[config.mk]
export PLATFORM = sky130hd
export DESIGN_NAME = c8x_ctrl
export DESIGN_NICKNAME = d
export VERILOG_FILES = /design/src/rtl/core/c8x_pkg.sv /design/src/rtl/core/c8x_ctrl.sv
export SDC_FILE = /design/constraint.sdc
export NUM_CORES = 1
export LEC_CHECK = 0
export BUFFER_PORTS_ARGS = -buffer_cell sky130_fd_sc_hd__buf_4
export CAP_MARGIN = 15
export CORE_MARGIN = 1.5
export CORE_UTILIZATION = 50
export CTS_CLUSTER_DIAMETER = 50
export DETAILED_ROUTE_END_ITERATION = 16
export PLACE_DENSITY = 0.78
export SLEW_MARGIN = 15
export SYNTH_ARGS = -nofsm -noshare
export SYNTH_HDL_FRONTEND = slang
export SYNTH_SLANG_ARGS = --single-unit
[constraint.sdc]
create_clock -name clk -period 2.1 [get_ports clk]
set_input_delay 0.315 -clock clk [delete_from_list [all_inputs] [get_ports clk]]
set_output_delay 0.315 -clock clk [all_outputs]
set_load 0.02 [all_outputs]
[src/rtl/core/c8x_pkg.sv]
package c8x_pkg;

    // fixed geometry of memory, screen and register file
    localparam int MEM_BYTES      = 4096;
    localparam int ADDR_W         = 12;
    localparam int SCREEN_WIDTH   = 64;
    localparam int SCREEN_HEIGHT  = 32;
    localparam int PIX_COUNT      = SCREEN_WIDTH * SCREEN_HEIGHT;
    localparam int PIX_W          = 11;
    localparam int FONT_BYTES     = 80;
    localparam int STACK_DEPTH_DEF = 16;
    localparam logic [ADDR_W-1:0] PC_RESET = 12'd512;

    // command codes carried by an input transaction
    localparam logic [1:0] CMD_LOAD   = 2'd0;
    localparam logic [1:0] CMD_EXEC   = 2'd1;
    localparam logic [1:0] CMD_RD_PIX = 2'd2;
    localparam logic [1:0] CMD_RD_MEM = 2'd3;

    // instruction groups (top nibble)
    localparam logic [3:0] K_SYS   = 4'h0;
    localparam logic [3:0] K_JP    = 4'h1;
    localparam logic [3:0] K_CALL  = 4'h2;
    localparam logic [3:0] K_SE    = 4'h3;
    localparam logic [3:0] K_SNE   = 4'h4;
    localparam logic [3:0] K_SER   = 4'h5;
    localparam logic [3:0] K_LDI8  = 4'h6;
    localparam logic [3:0] K_ADDI8 = 4'h7;
    localparam logic [3:0] K_ALU   = 4'h8;
    localparam logic [3:0] K_SNER  = 4'h9;
    localparam logic [3:0] K_LDI   = 4'hA;
    localparam logic [3:0] K_JPV0  = 4'hB;
    localparam logic [3:0] K_RND   = 4'hC;
    localparam logic [3:0] K_DRW   = 4'hD;
    localparam logic [3:0] K_KEY   = 4'hE;
    localparam logic [3:0] K_MISC  = 4'hF;

    localparam logic [15:0] OP_CLS = 16'h00E0;
    localparam logic [15:0] OP_RET = 16'h00EE;

    // alu sub-codes
    localparam logic [3:0] ALU_MOV = 4'h0;
    localparam logic [3:0] ALU_OR  = 4'h1;
    localparam logic [3:0] ALU_AND = 4'h2;
    localparam logic [3:0] ALU_XOR = 4'h3;
    localparam logic [3:0] ALU_ADD = 4'h4;
    localparam logic [3:0] ALU_SUB = 4'h5;
    localparam logic [3:0] ALU_SHR = 4'h6;
    localparam logic [3:0] ALU_SBN = 4'h7;
    localparam logic [3:0] ALU_SHL = 4'hE;

    // key and misc sub-codes
    localparam logic [7:0] KEY_SKP  = 8'h9E;
    localparam logic [7:0] KEY_SKNP = 8'hA1;
    localparam logic [7:0] MX_GDT   = 8'h07;
    localparam logic [7:0] MX_KEY   = 8'h0A;
    localparam logic [7:0] MX_SDT   = 8'h15;
    localparam logic [7:0] MX_SST   = 8'h18;
    localparam logic [7:0] MX_ADDI  = 8'h1E;
    localparam logic [7:0] MX_FONT  = 8'h29;
    localparam logic [7:0] MX_BCD   = 8'h33;
    localparam logic [7:0] MX_STR   = 8'h55;
    localparam logic [7:0] MX_LDR   = 8'h65;

    localparam logic [3:0] REG_VF = 4'hF;

    // hex glyphs held in the low memory bytes after reset
    localparam logic [7:0] FONT [FONT_BYTES] = '{
        8'hf0, 8'h90, 8'h90, 8'h90, 8'hf0, 8'h20, 8'h60, 8'h20, 8'h20, 8'h70,
        8'hf0, 8'h10, 8'hf0, 8'h80, 8'hf0, 8'hf0, 8'h10, 8'hf0, 8'h10, 8'hf0,
        8'h90, 8'h90, 8'hf0, 8'h10, 8'h10, 8'hf0, 8'h80, 8'hf0, 8'h10, 8'hf0,
        8'hf0, 8'h80, 8'hf0, 8'h90, 8'hf0, 8'hf0, 8'h10, 8'h20, 8'h40, 8'h40,
        8'hf0, 8'h90, 8'hf0, 8'h90, 8'hf0, 8'hf0, 8'h90, 8'hf0, 8'h10, 8'hf0,
        8'hf0, 8'h90, 8'hf0, 8'h90, 8'h90, 8'he0, 8'h90, 8'he0, 8'h90, 8'he0,
        8'hf0, 8'h80, 8'h80, 8'h80, 8'hf0, 8'he0, 8'h90, 8'h90, 8'h90, 8'he0,
        8'hf0, 8'h80, 8'hf0, 8'h80, 8'hf0, 8'hf0, 8'h80, 8'hf0, 8'h80, 8'h80
    };

    // micro-operations issued by the controller each cycle
    typedef enum logic [4:0] {
        UOP_NOP,
        UOP_CLEAR,
        UOP_ACCEPT,
        UOP_LOAD,
        UOP_RD_ISSUE,
        UOP_RD_CAP,
        UOP_FETCH_HI,
        UOP_FETCH_LO,
        UOP_FETCH_OP,
        UOP_RD_VY,
        UOP_CAP_VY,
        UOP_EXEC,
        UOP_CLS,
        UOP_RET_WR,
        UOP_WR_Y,
        UOP_WR_X,
        UOP_BCD1,
        UOP_BCD2,
        UOP_ST_RD,
        UOP_ST_WR,
        UOP_LD_RD,
        UOP_LD_WR,
        UOP_SPR_MEM,
        UOP_SPR_LINE,
        UOP_SPR_PRD,
        UOP_SPR_PWR,
        UOP_SPR_VF,
        UOP_FINISH
    } uop_t;

    // status returned by the datapath
    typedef struct packed {
        logic [1:0]  cmd;
        logic [15:0] op;
        logic        clear_last;
        logic        cls_last;
        logic        cnt_eq_x;
        logic        bit_last;
        logic        row_last;
    } ctl_status_t;

endpackage

[src/rtl/core/c8x_ctrl.sv]
module c8x_ctrl
    import c8x_pkg::*;
(
    input  logic        clk,
    input  logic        rst_n,
    input  logic        s_axis_tvalid,
    output logic        s_axis_tready,
    output logic        m_axis_tvalid,
    input  logic        m_axis_tready,
    input  ctl_status_t status,
    output uop_t        uop
);

    typedef enum logic [4:0] {
        S_CLEAR, S_IDLE, S_DISPATCH, S_RD_CAP, S_F2, S_F3, S_F4, S_F5, S_EXEC,
        S_CLS, S_RET, S_WR_Y, S_WR_X, S_BCD1, S_BCD2, S_ST_RD, S_ST_WR,
        S_LD_RD, S_LD_WR, S_SPR_MEM, S_SPR_LINE, S_SPR_PRD, S_SPR_PWR,
        S_SPR_VF, S_FINISH
    } state_t;

    state_t     state_reg, state_next;
    logic       m_valid_reg, m_valid_next;
    logic [3:0] kind;
    logic [3:0] sub;
    logic [7:0] lo;

    assign kind = status.op[15:12];
    assign sub  = status.op[3:0];
    assign lo   = status.op[7:0];

    assign s_axis_tready = (state_reg == S_IDLE);
    assign m_axis_tvalid = m_valid_reg;

    // sequencing of micro-operations
    always_comb
    begin
        state_next = state_reg;
        uop        = UOP_NOP;
        unique case (state_reg)
            S_CLEAR:
            begin
                uop = UOP_CLEAR;
                if (status.clear_last)
                    state_next = S_IDLE;
            end
            S_IDLE:
            begin
                if (s_axis_tvalid)
                begin
                    uop        = UOP_ACCEPT;
                    state_next = S_DISPATCH;
                end
            end
            S_DISPATCH:
            begin
                unique case (status.cmd)
                    CMD_LOAD:
                    begin
                        uop        = UOP_LOAD;
                        state_next = S_FINISH;
                    end
                    CMD_EXEC:
                    begin
                        uop        = UOP_FETCH_HI;
                        state_next = S_F2;
                    end
                    default:
                    begin
                        uop        = UOP_RD_ISSUE;
                        state_next = S_RD_CAP;
                    end
                endcase
            end
            S_RD_CAP:
            begin
                uop        = UOP_RD_CAP;
                state_next = S_FINISH;
            end
            S_F2:
            begin
                uop        = UOP_FETCH_LO;
                state_next = S_F3;
            end
            S_F3:
            begin
                uop        = UOP_FETCH_OP;
                state_next = S_F4;
            end
            S_F4:
            begin
                uop        = UOP_RD_VY;
                state_next = S_F5;
            end
            S_F5:
            begin
                uop        = UOP_CAP_VY;
                state_next = S_EXEC;
            end
            S_EXEC:
            begin
                uop = UOP_EXEC;
                priority if (status.op == OP_CLS)
                    state_next = S_CLS;
                else if (status.op == OP_RET)
                    state_next = S_RET;
                else if (kind == K_ALU && (sub == ALU_ADD || sub == ALU_SUB
                                           || sub == ALU_SBN))
                    state_next = S_WR_X;
                else if (kind == K_ALU && (sub == ALU_SHR || sub == ALU_SHL))
                    state_next = S_WR_Y;
                else if (kind == K_DRW && sub != 4'd0)
                    state_next = S_SPR_MEM;
                else if (kind == K_MISC && lo == MX_BCD)
                    state_next = S_BCD1;
                else if (kind == K_MISC && lo == MX_STR)
                    state_next = S_ST_RD;
                else if (kind == K_MISC && lo == MX_LDR)
                    state_next = S_LD_RD;
                else
                    state_next = S_FINISH;
            end
            S_CLS:
            begin
                uop = UOP_CLS;
                if (status.cls_last)
                    state_next = S_FINISH;
            end
            S_RET:
            begin
                uop        = UOP_RET_WR;
                state_next = S_FINISH;
            end
            S_WR_Y:
            begin
                uop        = UOP_WR_Y;
                state_next = S_WR_X;
            end
            S_WR_X:
            begin
                uop        = UOP_WR_X;
                state_next = S_FINISH;
            end
            S_BCD1:
            begin
                uop        = UOP_BCD1;
                state_next = S_BCD2;
            end
            S_BCD2:
            begin
                uop        = UOP_BCD2;
                state_next = S_FINISH;
            end
            S_ST_RD:
            begin
                uop        = UOP_ST_RD;
                state_next = S_ST_WR;
            end
            S_ST_WR:
            begin
                uop        = UOP_ST_WR;
                state_next = status.cnt_eq_x ? S_FINISH : S_ST_RD;
            end
            S_LD_RD:
            begin
                uop        = UOP_LD_RD;
                state_next = S_LD_WR;
            end
            S_LD_WR:
            begin
                uop        = UOP_LD_WR;
                state_next = status.cnt_eq_x ? S_FINISH : S_LD_RD;
            end
            S_SPR_MEM:
            begin
                uop        = UOP_SPR_MEM;
                state_next = S_SPR_LINE;
            end
            S_SPR_LINE:
            begin
                uop        = UOP_SPR_LINE;
                state_next = S_SPR_PRD;
            end
            S_SPR_PRD:
            begin
                uop        = UOP_SPR_PRD;
                state_next = S_SPR_PWR;
            end
            S_SPR_PWR:
            begin
                uop = UOP_SPR_PWR;
                priority if (!status.bit_last)
                    state_next = S_SPR_PRD;
                else if (status.row_last)
                    state_next = S_SPR_VF;
                else
                    state_next = S_SPR_MEM;
            end
            S_SPR_VF:
            begin
                uop        = UOP_SPR_VF;
                state_next = S_FINISH;
            end
            S_FINISH:
            begin
                // wait for the output register to be free
                if (!m_valid_reg || m_axis_tready)
                begin
                    uop        = UOP_FINISH;
                    state_next = S_IDLE;
                end
            end
            default:
            begin
                state_next = S_IDLE;
            end
        endcase
    end

    // output valid flag
    always_comb
    begin
        m_valid_next = m_valid_reg;
        if (uop == UOP_FINISH)
            m_valid_next = 1'b1;
        else if (m_axis_tready)
            m_valid_next = 1'b0;
    end

    // state and registered outputs
    always_ff @(posedge clk or negedge rst_n)
    begin
        if (!rst_n)
        begin
            state_reg   <= S_CLEAR;
            m_valid_reg <= 1'b0;
        end
        else
        begin
            state_reg   <= state_next;
            m_valid_reg <= m_valid_next;
        end
    end

endmodule

==> flow_summary_export.csv <==
group,metric,value,unit
final_layout,drive_above_1_share,38.28,%
placed_design,placed_cell_area,1405,sq um
critical_path,start_kind,"flop",
power_and_ir_drop,power.density,1463,nW/um^2
critical_path,worstPathMaxFanout,9,
grt,grt_max_degree,19,
die,start_util,55.20,%
final_layout,final_core_util,78.28,%
yosys,synth-seq-cells,6,
placed_design,port_buffers,33,
power_and_ir_drop,totalPowerFinal,2.315,mW
final_layout,largest_reg_flops,5,
timing,worst_slew_pin_slew,464.9,ps
timing,fmax,484.6,MHz
job,cap_violations,0,
clock_tree,cts_max_level,1,
detailed_routing,totalWireLength,4304,um
final_layout,final_common_cell,"buf_4",
power_and_ir_drop,leakagePower,0.6626,nW
grt,antenna_found_initial,0,
placed_design,hpwl,2846,um
grt,grt_pass1_vias,1411,
clock_tree,clk_latency,250,ps
grt,grt_pass1_wl,6341,um
final_layout,area_delta_synth_final,41.82,%
timing,final.setup.tns,0,ps
clock_tree,numCtsBuffers,3,
yosys,syn_inst,163,
placed_design,place_congestion,0.9939,
detailed_routing,drtIter0Drc,160,
die,die_w,50.25,um
yosys,synthFlopType,"dfrtp_1",
detailed_routing,wl_per_cell,18.24,um
yosys,synth_area,1116,sq um
clock_tree,path_clk_slew,50,ps
critical_path,crit_arrival,1750,ps
hold_path,hold_path_class,"in -> async",
critical_path,setup.worst_path.end_class,"output pin",
final_layout,fin_nets,238,
die,die_h,50.25,um
grt,grt_use_total,32.39,%
clock_tree,clockRootBuffer,"clkbuf_4",
die,dieArea,2525,sq um
timing,drv_slew,0,
timing,whs,422.4,ps
detailed_routing,post-route-drc-count,0,
final_layout,layout_common_cells,"buf_4 (52), nor2_1 (13), a21oi_1 (13), nor3_1 (9), nand3_1 (8)",
yosys,ys_async_sr_fraction,100.0,%
die,floorplan.io_pins,34,
critical_path,reg2reg_depth,5,
yosys,synth-edff-count,0,
timing,setup_viol,0,
die,rows,16,
yosys,ys_seq_area_share,13.45,%
timing,period_share,98.25,%
detailed_routing,ant_nets,0,
clock_tree,cts.sinks,6,
critical_path,worstPathRequired,1780,ps
die,core_area,2022,sq um
critical_path,regToRegStartpoint,"state_reg[1]",
final_layout,design_area,1583,sq um
timing,clock_skew,11.78,ps
detailed_routing,drt-pass1-iter-count,6,
yosys,ys_types,55,
clock_tree,ctsLongestPathBuffers,2,
outcome,status,"finished clean",
critical_path,cp-startpoint,"state_reg[2]",
grt,grt.overflow.total,0,
final_layout,antennaDiodeCount,0,
yosys,yosys_warnings,0,
critical_path,path_class,"reg -> out",
yosys,syn_nets,190,
clock_tree,cts_tree,"yes",
detailed_routing,num_vias,1622,
power_and_ir_drop,ir_drop,1.263,mV
detailed_routing,vias_per_cell,6.873,
yosys,avgSynthCellArea,6.847,sq um
timing,slew_headroom,69.00,%
timing,finalHoldViolations,0,
timing,period_minus_slack,2063,ps
## where the power goes
part	total [mW]	internal, mW	switching [mW]
Combinational	1.93	0.845	1.08
Sequential	0.283	0.175	0.108
Clock	0.106	0.0647	0.0418
Total	2.32	1.08	1.23
## Yosys cell counts (all sizes together), types with 4 or more instances
master  instances  area share [%]
nand2b          6             3.4
o21ai          12             5.4
o22ai           5             2.8
nand2           7             2.4
nor2b           4             2.2
nor4            4             4.1
nor3           10             4.9
buf            11             4.7
dfrtp           6              13
a21oi          14             6.3
inv             5             1.7
nand3           8             3.6
nor2           16             5.4
## stage by stage
| step | setup slack (ps) | std cells |
|---|---|---|
| after floorplan | 220.4 | 163 |
| after global placement | 260.6 | 219 |
| after detailed placement | 195.4 | 219 |
| after CTS | 2.310 | 223 |
| after global routing | -78.18 | 236 |
| final | 36.65 | 236 |
## repair_timing
item                                    CTS  global route
buffers inserted                          0            13
hold buffers                              1             0
endpoints found under the hold margin     6             0
endpoints found under the setup margin    1             3
pin swaps                                 0             1
cloned                                    0             0
gates resized for setup                   3            13
## area by class of cell
cell class / instances / area, sq um
Multi-Input combinational cell: 139 / 925.9
Tap cell: 27 / 33.78
Inverter: 5 / 18.77
Sequential cell: 6 / 153.9
Clock buffer: 3 / 22.52
Timing Repair Buffer: 56 / 427.9
Fill cell: 157 / 439.2
## worst max-delay path, cell delays in order, from the launching register on
cell and delay [ps]:
dfrtp_2 440, buf_4 170, buf_4 160, or2_1 280
a21oi_2 120, nor2_1 50, o21ai_1 120, buf_4 160
## logic make-up after synthesis
family,share of synthesized area [%]
AO/OA/AOI/OAI,38.12
AND/OR/NAND/NOR,39.80
flip-flops,13.45
XOR/XNOR,1.570
buffers and inverters,7.062
## metal layers
layer | vias to the layer above | global-route usage [%] | part of all wire (%) | wire length [um]
met2 | 148 | 50.66 | 44 | 1898
met4 | 0 | 14.35 | 4.6 | 196
met1 | 714 | 41.94 | 39 | 1690
met5 | - | 0 | 0 | 0
li1 | 726 | - | - | -
met3 | 34 | 7.738 | 12 | 518
## final timing paths
path,end,slack [ps]
worst max-delay path,uop[0],40
worst min-delay path,state_reg[3],420
worst max register to register,state_reg[4],220
worst min register to register,state_reg[3],800
max in group asynchronous,state_reg[4],1540
min in group clk,state_reg[0],470
Power figures use the tool's default switching activity.
